$ cat src/rtl/core/ffa_pkg.sv
package ffa_pkg;

    // Field widths fixed by the interface
    localparam int OFF_W = 16;
    localparam int SIZE_W = 17;
    // Free-list entries hold wide starts and saturating lengths
    localparam int ENT_W = 32;
    localparam logic [ENT_W-1:0] LEN_LIMIT = 32'h7FFF_FFFF;

    localparam int DEF_CAPACITY = 65536;
    localparam int DEF_MAX_FREE_BLOCKS = 64;
    localparam int DEF_MAX_COOLING = 64;

    localparam logic [1:0] CMD_ALLOC = 2'd0;
    localparam logic [1:0] CMD_FREE = 2'd1;
    localparam logic [1:0] CMD_TICK = 2'd2;
    localparam logic [1:0] CMD_NOP = 2'd3;

    localparam logic [1:0] ST_OK = 2'd0;
    localparam logic [1:0] ST_NOFIT = 2'd1;
    localparam logic [1:0] ST_DROP = 2'd2;

    typedef struct packed {
        logic [1:0]        cmd;
        logic [OFF_W-1:0]  block_offset;
        logic [SIZE_W-1:0] block_size;
    } ffa_in_t;

    typedef struct packed {
        logic [OFF_W-1:0] result_offset;
        logic [1:0]       status;
    } ffa_out_t;

    typedef struct packed {
        logic [ENT_W-1:0] start;
        logic [ENT_W-1:0] len;
    } ffa_ent_t;

    typedef struct packed {
        logic [OFF_W-1:0]  start;
        logic [SIZE_W-1:0] len;
    } ffa_cool_t;

    typedef enum logic [3:0] {
        S_IDLE,
        S_DISP,
        S_A_CHK,
        S_SD_MV,
        S_T_RD,
        S_T_LD,
        S_I_SCAN,
        S_I_CMP,
        S_I_DEC,
        S_SU_MV,
        S_INS_WR,
        S_T_NEXT,
        S_T_END,
        S_DONE
    } ffa_step_t;

    typedef struct packed {
        ffa_step_t step;
        logic      accept;
    } ffa_cmd_t;

    typedef struct packed {
        logic [1:0] op;
        logic       free_empty;
        logic       free_full;
        logic       old_empty;
        logic       fit;
        logic       exact;
        logic       scan_last;
        logic       less;
        logic       mnext;
        logic       mprev;
        logic       pos_end;
        logic       pos_more;
        logic       sd_more;
        logic       su_done;
        logic       tick_last;
        logic       out_busy;
    } ffa_stat_t;

    function automatic logic [ENT_W-1:0] sat_add(input logic [ENT_W-1:0] a,
                                                  input logic [ENT_W-1:0] b);
        logic [ENT_W:0] s;
        s = {1'b0, a} + {1'b0, b};
        return (s > {1'b0, LEN_LIMIT}) ? LEN_LIMIT : s[ENT_W-1:0];
    endfunction

endpackage

$ cat src/rtl/core/ffa_ctrl.sv
module ffa_ctrl
    import ffa_pkg::*;
(
    input  logic      clk,
    input  logic      rst_n,
    input  logic      in_valid,
    output logic      in_ready,
    input  ffa_stat_t stat,
    output ffa_cmd_t  cmd
);

    ffa_step_t state_reg, state_next;

    always_ff @(posedge clk or negedge rst_n)
    begin
        if (!rst_n)
        begin
            state_reg <= S_IDLE;
        end
        else
        begin
            state_reg <= state_next;
        end
    end

    always_comb
    begin
        state_next = state_reg;
        in_ready = (state_reg == S_IDLE);
        cmd.step = state_reg;
        cmd.accept = (state_reg == S_IDLE) && in_valid;
        unique case (state_reg)
            S_IDLE:
            begin
                if (in_valid)
                begin
                    state_next = S_DISP;
                end
            end
            S_DISP:
            begin
                unique case (stat.op)
                    CMD_ALLOC: state_next = stat.free_empty ? S_DONE : S_A_CHK;
                    CMD_TICK:  state_next = stat.old_empty ? S_T_END : S_T_RD;
                    default:   state_next = S_DONE;
                endcase
            end
            S_A_CHK:
            begin
                if (stat.fit)
                begin
                    state_next = (stat.exact && !stat.scan_last) ? S_SD_MV : S_DONE;
                end
                else if (stat.scan_last)
                begin
                    state_next = S_DONE;
                end
            end
            S_SD_MV:
            begin
                if (!stat.sd_more)
                begin
                    state_next = (stat.op == CMD_ALLOC) ? S_DONE : S_T_NEXT;
                end
            end
            S_T_RD:
            begin
                state_next = S_T_LD;
            end
            S_T_LD:
            begin
                priority if (stat.free_full)
                begin
                    state_next = S_T_NEXT;
                end
                else if (stat.free_empty)
                begin
                    state_next = S_I_CMP;
                end
                else
                begin
                    state_next = S_I_SCAN;
                end
            end
            S_I_SCAN:
            begin
                if (!(stat.less && !stat.scan_last))
                begin
                    state_next = S_I_CMP;
                end
            end
            S_I_CMP:
            begin
                state_next = S_I_DEC;
            end
            S_I_DEC:
            begin
                priority if (!stat.mnext && !stat.mprev)
                begin
                    state_next = stat.pos_end ? S_INS_WR : S_SU_MV;
                end
                else if (stat.mnext && stat.mprev && stat.pos_more)
                begin
                    state_next = S_SD_MV;
                end
                else
                begin
                    state_next = S_T_NEXT;
                end
            end
            S_SU_MV:
            begin
                if (stat.su_done)
                begin
                    state_next = S_INS_WR;
                end
            end
            S_INS_WR:
            begin
                state_next = S_T_NEXT;
            end
            S_T_NEXT:
            begin
                state_next = stat.tick_last ? S_T_END : S_T_RD;
            end
            S_T_END:
            begin
                state_next = S_DONE;
            end
            S_DONE:
            begin
                if (!stat.out_busy)
                begin
                    state_next = S_IDLE;
                end
            end
            default:
            begin
                state_next = S_IDLE;
            end
        endcase
    end

endmodule

$ cat config.mk
export PLATFORM = sky130hd
export DESIGN_NAME = ffa_ctrl
export DESIGN_NICKNAME = d
export VERILOG_FILES = /design/src/rtl/core/ffa_pkg.sv /design/src/rtl/core/ffa_ctrl.sv
export SDC_FILE = /design/constraint.sdc
export NUM_CORES = 1
export LEC_CHECK = 0
export BUFFER_PORTS_ARGS = -buffer_cell sky130_fd_sc_hd__buf_2
export CORE_MARGIN = 5
export CORE_UTILIZATION = 45
export CTS_BUF_LIST = sky130_fd_sc_hd__clkbuf_4
export CTS_CLUSTER_SIZE = 14
export DETAILED_ROUTE_END_ITERATION = 7
export GPL_TIMING_DRIVEN = 0
export PLACE_DENSITY = 0.85
export SYNTH_ARGS = -nofsm -noshare
export SYNTH_HDL_FRONTEND = slang
export SYNTH_SLANG_ARGS = --single-unit
$ cat constraint.sdc
create_clock -name clk -period 5.17 [get_ports clk]
set_clock_uncertainty 0.05 [all_clocks]
set_input_delay 0.2585 -clock clk [delete_from_list [all_inputs] [get_ports clk]]
set_output_delay 0.2585 -clock clk [all_outputs]
set_load 0.02 [all_outputs]
Word-level counts from Yosys, hierarchy flattened
Cells that the tools add are included.
W data, S select, Z words.
{"block": "totals", "reg_bits": 4, "input_bits": 20, "out_inout_bits": 6, "wordCells": 52}
{"block": "op_classes", "eq_ne": 20, "n_mux": 19, "reduce_logical": 12}
{"op": "$mux W4", "n": 14}
{"op": "$pmux W4 S14", "n": 1}
{"op": "$eq A4 B4 Y1 const B", "n": 6}
{"op": "$eq A4 B3 Y1 const B", "n": 4}
{"op": "$ne A2 B2 Y1 const B", "n": 5}
{"op": "$eq A4 B2 Y1 const B", "n": 2}
{"op": "$pmux W4 S2", "n": 1}
{"op": "$logic_and A1 B1 Y1", "n": 6}
{"op": "$reduce_and A6 Y1", "n": 1}
{"op": "$eq A4 B1 Y1 const B", "n": 1}
{"op": "$logic_not A4 Y1", "n": 1}
{"op": "$logic_not A1 Y1", "n": 3}
{"op": "$mux W3", "n": 1}
{"op": "$ne A3 B3 Y1 const B", "n": 1}
{"op": "$eq A2 B2 Y1 const B", "n": 1}
{"op": "$logic_not A2 Y1", "n": 1}
{"op": "$mux W2", "n": 1}
{"op": "$mux W1", "n": 1}

Logic depth before layout (Yosys ltp)
Gate-level depths: netlist (run 1).
{"block": "logic_depth", "depth_word": 5, "ltp_mapped": 7, "depth_no_buf": 5}

Worst setup path after synthesis (run 1)
No wires, ideal clock.
{"block": "synth_timing", "path_kind": "register to output", "start": "reg state_reg[2]", "end": "out cmd[0] (netlist bit)", "t_arrival_ns": 1.932, "path_slack_ns": 2.929, "stages_incl_launch_ff": 5, "cell_sequence": "dfrtp_1 > buf_2 > buf_1 > nor4_1 > and2_1"}
{"item": "start: declaration", "line_no": "ffa_ctrl.sv:12", "text": "ffa_step_t state_reg, state_next;"}
{"item": "start signal: assignment", "line_no": "ffa_ctrl.sv:22", "text": "state_reg <= state_next;"}
{"item": "end: declaration", "line_no": "ffa_ctrl.sv:9", "text": "output ffa_cmd_t cmd"}

==> impl_metrics.py, run 1 <==
metrics = {
    "clocking": {
        "clk_latency_ps": 240,
        "cts_tree": "built",
        "cts_resized": 0,
        "cts_max_level": 1,
        "cts_setup_buffers": 0,
        "clkSinkCount": 4,
        "cts_max_path_buffers": 2,
        "path_clk_slew_ps": 40,
        "cts-root-buf": "clkbuf_4",
        "cts_made_buffers": 3,
        "ctsHoldBuffers": 1,
    },
    "die": {
        "die_h_um": 46.1,
        "dieArea_um2": 2130,
        "placementRows": 13,
        "core_um2": 1270,
        "die_w_um": 46.1,
        "start_util": 0.463,
        "ioPinCount": 26,
    },
    "global_routing": {
        "grt_pass1_vias": 690,
        "grt_overflow": 0,
        "grt_use_met2": 0.280,
        "gr-usage-met1": 0.181,
        "track_usage": 0.162,
        "grt.busiest_layer": "met2",
        "use_met3": 0.0352,
        "antenna_found_initial": 0,
        "grt_max_degree": 11,
        "grt_pass1_wl_um": 2590,
    },
    "sta": {
        "finalHoldViolCount": 0,
        "fin_crit_sh": 0.414,
        "relSlewSlack": 0.664,
        "slew_viol_final": 0,
        "tightest_slew_ps": 504,
        "rsz0062_at_grt": "no",
        "finalCriticalPeriod_ps": 2140,
        "setup_violations": 0,
        "fmax_mhz": 467,
        "tns_ps": 0,
        "whs_ps": 306,
    },
    "yosys": {
        "avgSynthCellArea_um2": 7.07,
        "synthDistinctLibCells": 41,
        "syn_inst": 83,
        "yosys_most_used_dff": "dfrtp_1",
        "synth_edf_count": 0,
        "async_flop_share": 1.00,
        "ys_ff_latch": 4,
        "syn_area_um2": 587,
        "seq_area_frac_synth": 0.171,
        "syn-num-nets": 103,
        "yosysWarnings": 0,
    },
    "finish": {
        "largest_reg_flops": 4,
        "drive_above_1_share": 0.339,
        "n_antenna_cell": 0,
        "area_growth_pct": 30.1,
        "final_nets": 134,
    },
    "route": {
        "wl_per_cell_um": 14.0,
        "vias": 784,
        "vias_per_cell": 6.17,
        "drc": 0,
        "drt_iter0_drc": 29,
        "detail-route-antenna-nets": 0,
        "wl_um": 1780,
        "drtPass1Iterations": 4,
    },
    "setup_path": {
        "critPathRequiredTime_ps": 4860,
        "crit_path_end_kind": "output port",
        "reg2reg_from": "state_reg[1]",
        "arrival_ps": 1830,
        "cp_max_fo": 10,
        "crit_start": "state_reg[2]",
        "worstSetupPathType": "reg -> out",
        "crit_path_start_kind": "flop",
    },
    "power_and_ir_drop": {
        "peakVddDrop_mv": 0.270,
        "leakagePower_nw": 0.331,
        "p_per_area_nw_per_um2": 615,
        "power_w": 0.000469,
    },
    "worst_hold_path": {
        "hold_path_class": "in -> async",
    },
    "place": {
        "gp_congestion": 0.850,
        "port_buffers": 25,
        "dpl.hpwl_um": 1270,
    },
    "run": {
        "max-cap-violations": 0,
    },
    "outcome": {
        "status": "complete, no violations",
    },
}
[cell usage after synthesis (2+ instances only)]
| cell | instances | area share |
|---|---|---|
| nor2_1 | 9 | 0.058 |
| nand2_1 | 6 | 0.038 |
| nand4_1 | 2 | 0.021 |
| o211ai_1 | 2 | 0.026 |
| inv_1 | 3 | 0.019 |
| o21a_1 | 3 | 0.038 |
| nand3_1 | 2 | 0.017 |
| a31oi_1 | 2 | 0.021 |
| clkbuf_1 | 4 | 0.026 |
| o21ai_0 | 6 | 0.051 |
| nor3b_1 | 3 | 0.038 |
| buf_2 | 2 | 0.017 |
| a21oi_1 | 7 | 0.060 |
| dfrtp_1 | 4 | 0.17 |
| o22ai_1 | 2 | 0.021 |
[placed cells by master (no fill, tap or decap), types with 2 or more instances in the layout]
cell type  Yosys  layout
nand2_1        6       6
o21a_1         3       3
nand3_1        2       2
o22ai_1        2       2
clkbuf_4       0       3
inv_1          3       3
nor3b_1        3       3
dfrtp_1        4       4
a31oi_1        2       2
o211ai_1       2       2
nand4_1        2       2
a21oi_1        7       7
clkbuf_1       4       4
buf_2          2      27
o21ai_0        6       6
nor2_1         9       9
[where the power goes]
| group | internal, W | switching (W) | total [W] |
|---|---|---|---|
| sequential | 0.0000492 | 0.0000224 | 0.0000716 |
| combinational | 0.000146 | 0.000212 | 0.000358 |
| clock | 0.0000260 | 0.0000132 | 0.0000392 |
| total | 0.000221 | 0.000248 | 0.000469 |
[cells by family after synthesis]
family          count (synthesis)  share of synthesized area
compound gates                 33                      0.403
simple gates                   33                      0.307
buf+inv                        12                     0.0938
flops                           4                      0.171
mux                             1                     0.0256
[layer usage]
metal	share of wire	up-vias	wire, um
met1	0.41	352	733
met2	0.47	49	827
li1	-	375	-
met4	0.026	0	46
met3	0.094	8	167
met5	0	-	0
[through the flow]
step | area (um^2) | setup slack (ps) | cells | util
2_1_floorplan | 587 | 2930 | 83 | -
4_1_cts | 763 | 3080 | 127 | 0.602
6_report | 763 | 3030 | 127 | 0.602
5_1_grt | 763 | 2950 | 127 | 0.602
3_3_place_gp | 731 | 3380 | 123 | 0.576
3_5_place_dp | 731 | 3330 | 123 | 0.576
[area by class of cell]
cell class                 instances  area (um^2)
fill                             121          505
multi-input combinational         67          432
timing repair buffer              26          135
sequential                         4          100
buffer                             8         40.0
clock buffer                       3         22.5
tap                               15         18.8
inverter                           4         15.0
[critical path, cell delays in order, from the launching register on]
cell and delay, ps:
dfrtp_1 390, buf_2 200, buf_1 230, nor4_1 430, and2_1 190, buf_2 160
[path summary, 6_finish.rpt]
kind                                end  slack, ps  depth (start not counted)
setup / recovery                 cmd[0]       3030                          5
hold / removal             state_reg[3]        310                          2
setup reg to reg           state_reg[1]       3330                          4
hold reg to reg            state_reg[0]        780                          2
max in group asynchronous  state_reg[2]       4640                          2
min in group clk           state_reg[2]        380                          4
No activity file was read; power rests on OpenSTA's default activity.
==> run 2, diff against run 1 <==
ABC_AREA = 1   (was default)
CORE_UTILIZATION = 43   (was 45)
PLACE_DENSITY = 0.84   (was 0.85)
clock period = 1.9 ns   (was 5.17 ns; I/O delays follow)
==> run 2 against run 1 <==
  * Critical path depth shrank 1
  * Setup slack lost 2700 ps
  * Via count grew 6.9%
  * Hold slack lost 160 ps
  * Global-route usage grew 0.29 points
  * Sequential share of layout area shrank 0.34 points
  * Sequential power grew to 3.1 times the previous value
  * Clock-buffer cell count is the same
  * Routed wire length shrank 2.6%
  * Sequential cell count is the same
  * Register-to-register slack lost 2900 ps
  * Non-clock buffer count shrank 8
  * Largest power group unchanged
==> impl_metrics.py, run 2 <==
metrics = {
    "outcome": {
        "status": "complete, no violations",
    },
    "yosys": {
        "syn_area_um2": 607,
        "syn_inst": 128,
        "synthDistinctLibCells": 14,
        "synth_most_common_cell": "nand2_1",
        "avgSynthCellArea_um2": 4.74,
        "synth_largest_area_cell": "nand2_1",
        "ys_ff_latch": 4,
        "yosysTopAreaCellShare": 0.303,
        "yosysWarnings": 0,
        "synth_area_leaders": "nand2_1 (30%), nor2_1 (23%), dfrtp_1 (16%)",
        "yosys_most_used_dff": "dfrtp_1",
        "synth_edf_count": 0,
        "seq_area_frac_synth": 0.165,
        "async_flop_share": 1.00,
        "synth.top_cells.by_count": "nand2_1 (49), nor2_1 (37), inv_1 (10), nand3_1 (8), inv_2 (5)",
        "syn-num-nets": 148,
    },
    "sta": {
        "fin_crit_sh": 0.809,
        "setup_violations": 0,
        "tightest_slew_ps": 311,
        "slew_viol_final": 0,
        "tns_ps": 0,
        "rsz0062_at_grt": "no",
        "fmax_mhz": 651,
        "finalCriticalPeriod_ps": 1540,
        "finalHoldViolCount": 0,
        "relSlewSlack": 0.792,
    },
    "clocking": {
        "cts_resized": 0,
        "cts-root-buf": "clkbuf_4",
        "cts_made_buffers": 3,
        "cts_max_level": 1,
        "cts_setup_buffers": 0,
        "path_clk_slew_ps": 40,
        "cts_max_path_buffers": 2,
        "cts_tree": "built",
        "clkSinkCount": 4,
        "clk_latency_ps": 250,
    },
    "route": {
        "vias": 838,
        "wl_per_cell_um": 10.1,
        "drt_iter0_drc": 27,
        "drc": 0,
        "vias_per_cell": 4.87,
        "drtPass1Iterations": 4,
        "wl_um": 1730,
        "detail-route-antenna-nets": 0,
    },
    "place": {
        "placed_area_um2": 751,
        "place_inst": 168,
        "gp_congestion": 0.857,
        "port_buffers": 25,
        "dpl.hpwl_um": 1460,
    },
    "die": {
        "placementRows": 13,
        "core_um2": 1320,
        "dieArea_um2": 2260,
        "die_h_um": 47.6,
        "start_util": 0.461,
        "ioPinCount": 26,
        "die_w_um": 47.6,
    },
    "setup_path": {
        "critPathRequiredTime_ps": 1750,
        "arrival_ps": 1390,
        "worstSetupPathType": "reg -> out",
        "crit_path_start_kind": "flop",
        "worstReg2RegEnd": "state_reg[3]",
        "reg2reg_slack_ps": 450,
        "cp_max_fo": 8,
        "crit_path_end_kind": "output port",
        "ff2ff_path_depth": 8,
        "reg2reg_from": "state_reg[2]",
    },
    "finish": {
        "layout_common_cells": "nand2_1 (49), nor2_1 (37), buf_2 (25), inv_1 (10), nand3_1 (8)",
        "final_nets": 179,
        "stdcell_count": 172,
        "n_antenna_cell": 0,
        "drive_above_1_share": 0.248,
        "fin_area_um2": 783,
        "layout_commonest_cell": "nand2_1",
        "largest_reg_flops": 4,
        "area_growth_pct": 29.1,
    },
    "run": {
        "max-cap-violations": 0,
    },
    "global_routing": {
        "grt_pass1_vias": 690,
        "grt_pass1_wl_um": 2720,
        "grt_max_degree": 9,
        "track_usage": 0.165,
        "grt_overflow": 0,
        "antenna_found_initial": 0,
    },
    "power_and_ir_drop": {
        "leakagePower_nw": 0.488,
        "p_per_area_nw_per_um2": 1500,
        "peakVddDrop_mv": 0.699,
    },
    "worst_hold_path": {
        "hold_path_class": "in -> async",
    },
}
run 2: cell types whose count changed in the layout (fill, tap and decap cells not counted), sizes merged, moves of 2 or more:
cell,before,now
a21oi,8,2
a31oi,2,0
buf,29,25
clkbuf,7,3
inv,4,15
nand2,6,53
nand3,2,8
nor2,9,39
nor3b,3,0
o211ai,2,0
o21a,3,0
o21ai,6,3
o22ai,2,0
run 2: worst max-delay path by stage:
stage,from,end,cells after the start
2_1_floorplan,state_reg[2],state_reg[3],8
3_3_place_gp,state_reg[2],state_reg[0],8
3_5_place_dp,state_reg[2],state_reg[0],8
4_1_cts,state_reg[2],cmd[0],4
5_1_grt,state_reg[2],cmd[0],4
6_report,state_reg[2],cmd[0],4
run 2: area by class of cell:
type / instances / area [um^2]
well taps: 15 / 18.8
fillers: 149 / 534
repair buffers: 26 / 135
multi-input cells: 109 / 450
flip-flops and latches: 4 / 100
inverters: 15 / 56.3
clock buffers: 3 / 22.5
run 2: repair_timing:
action                                  in CTS  in global routing
hold buffers                                 1                  0
hold endpoints to repair                     4                  0
endpoints found under the setup margin       0                  0
run 2: critical path, cell delays in order (launching register included):
cell	delay, ps
dfrtp_1	450
nor2_2	310
nand2_2	120
nor2_1	90
buf_2	170
run 2: kinds of logic after synthesis:
kind of cell | after synthesis | share of synthesized area
flip-flops | 4 | 0.165
AO/OA/AOI/OAI | 6 | 0.0536
AND/OR/NAND/NOR | 103 | 0.689
buffers and inverters | 15 | 0.0928
run 2: layer usage:
layer  global-route usage  routed length, um  up-vias
met4               0.0323                 13        0
met1                0.199                744      343
met5                    0                  0        -
met2                0.299                805       43
met3               0.0338                166        3
li1                     -                  -      449
run 2: stage by stage:
| step | total power, W | hold WS, ps | utilization | setup WS (ps) |
|---|---|---|---|---|
| detailed placement | 0.00105 | -147 | 0.570 | 470 |
| floorplan | 0.000845 | -251 | - | 545 |
| finish | 0.00117 | 144 | 0.594 | 364 |
| global placement | 0.00104 | -151 | 0.570 | 495 |
| global route | 0.00131 | 144 | 0.594 | 283 |
| CTS | 0.00117 | 131 | 0.594 | 369 |
run 2: power breakdown:
| part | internal, W | switching [W] |
|---|---|---|
| sequential | 0.000134 | 0.0000897 |
| clock | 0.0000710 | 0.0000408 |
| combinational | 0.000278 | 0.000559 |
==> run 3, diff against run 2 <==
clock period = 1.4 ns   (was 1.9 ns; I/O delays follow)
==> run 3 against run 2 <==
  * Critical path depth increased by 5
  * Register-to-register slack got worse by 440 ps
  * Routed wire length increased by 18%
  * Final area increased by 16%
  * Global-route usage increased by 0.91 points
  * Utilization increased by 9.3 points
  * First-iteration DRC count increased by 11%
  * Setup slack got worse by 350 ps
  * Cell count increased by 1.7%
  * Sequential share of layout area decreased by 1.2 points
  * Largest cell class unchanged
==> impl_metrics.py, run 3 (synthesized netlist as in run 2, its figures left out) <==
metrics = {
    "finish": {
        "final_nets": 182,
        "drive_above_1_share": 0.388,
        "fill_cells": 118,
        "layout_common_cells": "nand2_1 (43), nor2_1 (29), buf_2 (25), inv_1 (8), nand3_1 (8)",
        "largest_reg_flops": 4,
        "layout_commonest_cell": "nand2_1",
        "stdcell_count": 175,
        "n_antenna_cell": 0,
        "area_growth_pct": 49.3,
    },
    "power_and_ir_drop": {
        "peakVddDrop_mv": 1.08,
        "p_per_area_nw_per_um2": 2200,
        "leakagePower_nw": 0.524,
    },
    "setup_path": {
        "critPathMostFrequentCell": "nand2_1",
        "max_stage_delay_ps": 480,
        "crit_path_start_kind": "flop",
        "crit_path_end_kind": "flop",
        "worstSetupPathType": "reg -> reg",
        "path_cells": "buf_12, nand2_4, nor2_4, nand2_1, nand2_2, inv_2, nand2_4, nand2_1, nand2_1",
        "arrival_ps": 1460,
        "critPathRequiredTime_ps": 1480,
        "cp_max_fo": 6,
        "cp_slowest_cell": "dfrtp_2",
    },
    "clocking": {
        "cts_tree": "built",
        "clkSinkCount": 4,
        "clk_latency_ps": 250,
        "path_clk_slew_ps": 40,
        "cts_made_buffers": 3,
        "cts_max_path_buffers": 2,
        "cts-root-buf": "clkbuf_4",
        "cts_max_level": 1,
    },
    "route": {
        "drtPass1Iterations": 4,
        "drc": 0,
        "detail-route-antenna-nets": 0,
        "vias": 900,
        "vias_per_cell": 5.14,
        "drt_iter0_drc": 30,
        "wl_um": 2030,
        "wl_per_cell_um": 11.6,
    },
    "sta": {
        "relSlewSlack": 0.820,
        "whs_ps": 118,
        "rsz0062_at_grt": "yes",
        "slew_viol_final": 0,
        "fmax_mhz": 721,
        "finalHoldViolCount": 0,
        "fin_crit_sh": 0.990,
        "tightest_slew_ps": 271,
        "finalCriticalPeriod_ps": 1390,
        "setup_violations": 0,
    },
    "die": {
        "placementRows": 13,
        "die_w_um": 47.6,
        "ioPinCount": 26,
        "core_um2": 1320,
        "die_h_um": 47.6,
        "start_util": 0.461,
        "dieArea_um2": 2260,
    },
    "outcome": {
        "status": "complete, no violations",
    },
    "place": {
        "place_inst": 168,
        "dpl.hpwl_um": 1460,
        "port_buffers": 25,
        "gp_congestion": 0.857,
    },
    "global_routing": {
        "antenna_found_initial": 0,
        "grt_pass1_vias": 732,
        "grt_pass1_wl_um": 2840,
        "grt_overflow": 0,
        "track_usage": 0.174,
        "grt_max_degree": 9,
    },
    "run": {
        "max-cap-violations": 0,
    },
    "worst_hold_path": {
        "hold_path_class": "in -> async",
    },
}
## run 3: cell types whose count changed in the layout (fill, tap and decap cells not counted)
cell	change
dfrtp_2	+4
inv_4	+1
nor2_4	+5
inv_2	+1
inv_1	-2
buf_12	+1
nor2_1	-8
nand2_1	-6
nand2_4	+4
nor2_2	+3
dfrtp_1	-4
buf_4	+2
nand2_2	+2
## run 3: path summary, 6_finish.rpt
kind                       cells past startpoint  slack (ps)           end    startpoint
setup reg to reg                               9          10  state_reg[2]  state_reg[1]
hold reg to reg                                2         590  state_reg[3]  state_reg[3]
min in group clk                               7         160  state_reg[3]       stat[1]
max in group asynchronous                      2        1040  state_reg[2]         rst_n
hold / removal                                 2         120  state_reg[0]         rst_n
setup / recovery                               9          10  state_reg[2]  state_reg[1]
## run 3: stage by stage
stage	power, W	utilization	TNS (ps)	setup slack [ps]	area (um^2)
floorplan	0.00115	-	0	44.7	607
detailed placement	0.00143	0.570	-105	-29.6	751
global placement	0.00141	0.570	-7.37	-4.60	751
global route	0.00215	0.688	-119	-30.0	906
CTS	0.00165	0.607	0	0.180	800
finish	0.00199	0.688	0	13.5	906
## run 3: final cells by class
type	count	area [um^2]	area share
inverters	15	58.8	0.0649
flip-flops and latches	4	105	0.116
well taps	15	18.8	0.0207
repair buffers	29	170	0.188
multi-input cells	109	531	0.586
clock buffers	3	22.5	0.0249
## run 3: power by group
| part | total (W) | leakage, nW | switching, W | internal [W] |
|---|---|---|---|---|
| Combinational | 0.00145 | 0.465 | 0.000910 | 0.000544 |
| Sequential | 0.000385 | 0.0443 | 0.000192 | 0.000193 |
| Clock | 0.000154 | 0.0138 | 0.0000573 | 0.0000966 |
| Total | 0.00199 | 0.524 | 0.00116 | 0.000834 |
## run 3: worst max-delay path, delay by kind of cell, from the launching register on
kind / cells / cell delay [ps]
buffers and inverters: 2 / 240
DFF: 1 / 480
and+or+nand+nor: 7 / 490
## run 3: timing repair
item                                    in CTS  in global routing
endpoints found under the setup margin       6                  6
gates resized for setup                      3                 27
endpoints found under the hold margin        4                  0
pin swaps                                    1                  3
hold buffers                                 1                  0
setup buffers                                1                  2
## run 3: metal layers
| metal | track usage | up-vias | share of wire |
|---|---|---|---|
| met3 | 0.0338 | 11 | 0.091 |
| met4 | 0.0699 | 0 | 0.037 |
| met2 | 0.316 | 50 | 0.48 |
| met1 | 0.197 | 381 | 0.39 |
| met5 | 0 | - | 0 |
| li1 | - | 458 | - |
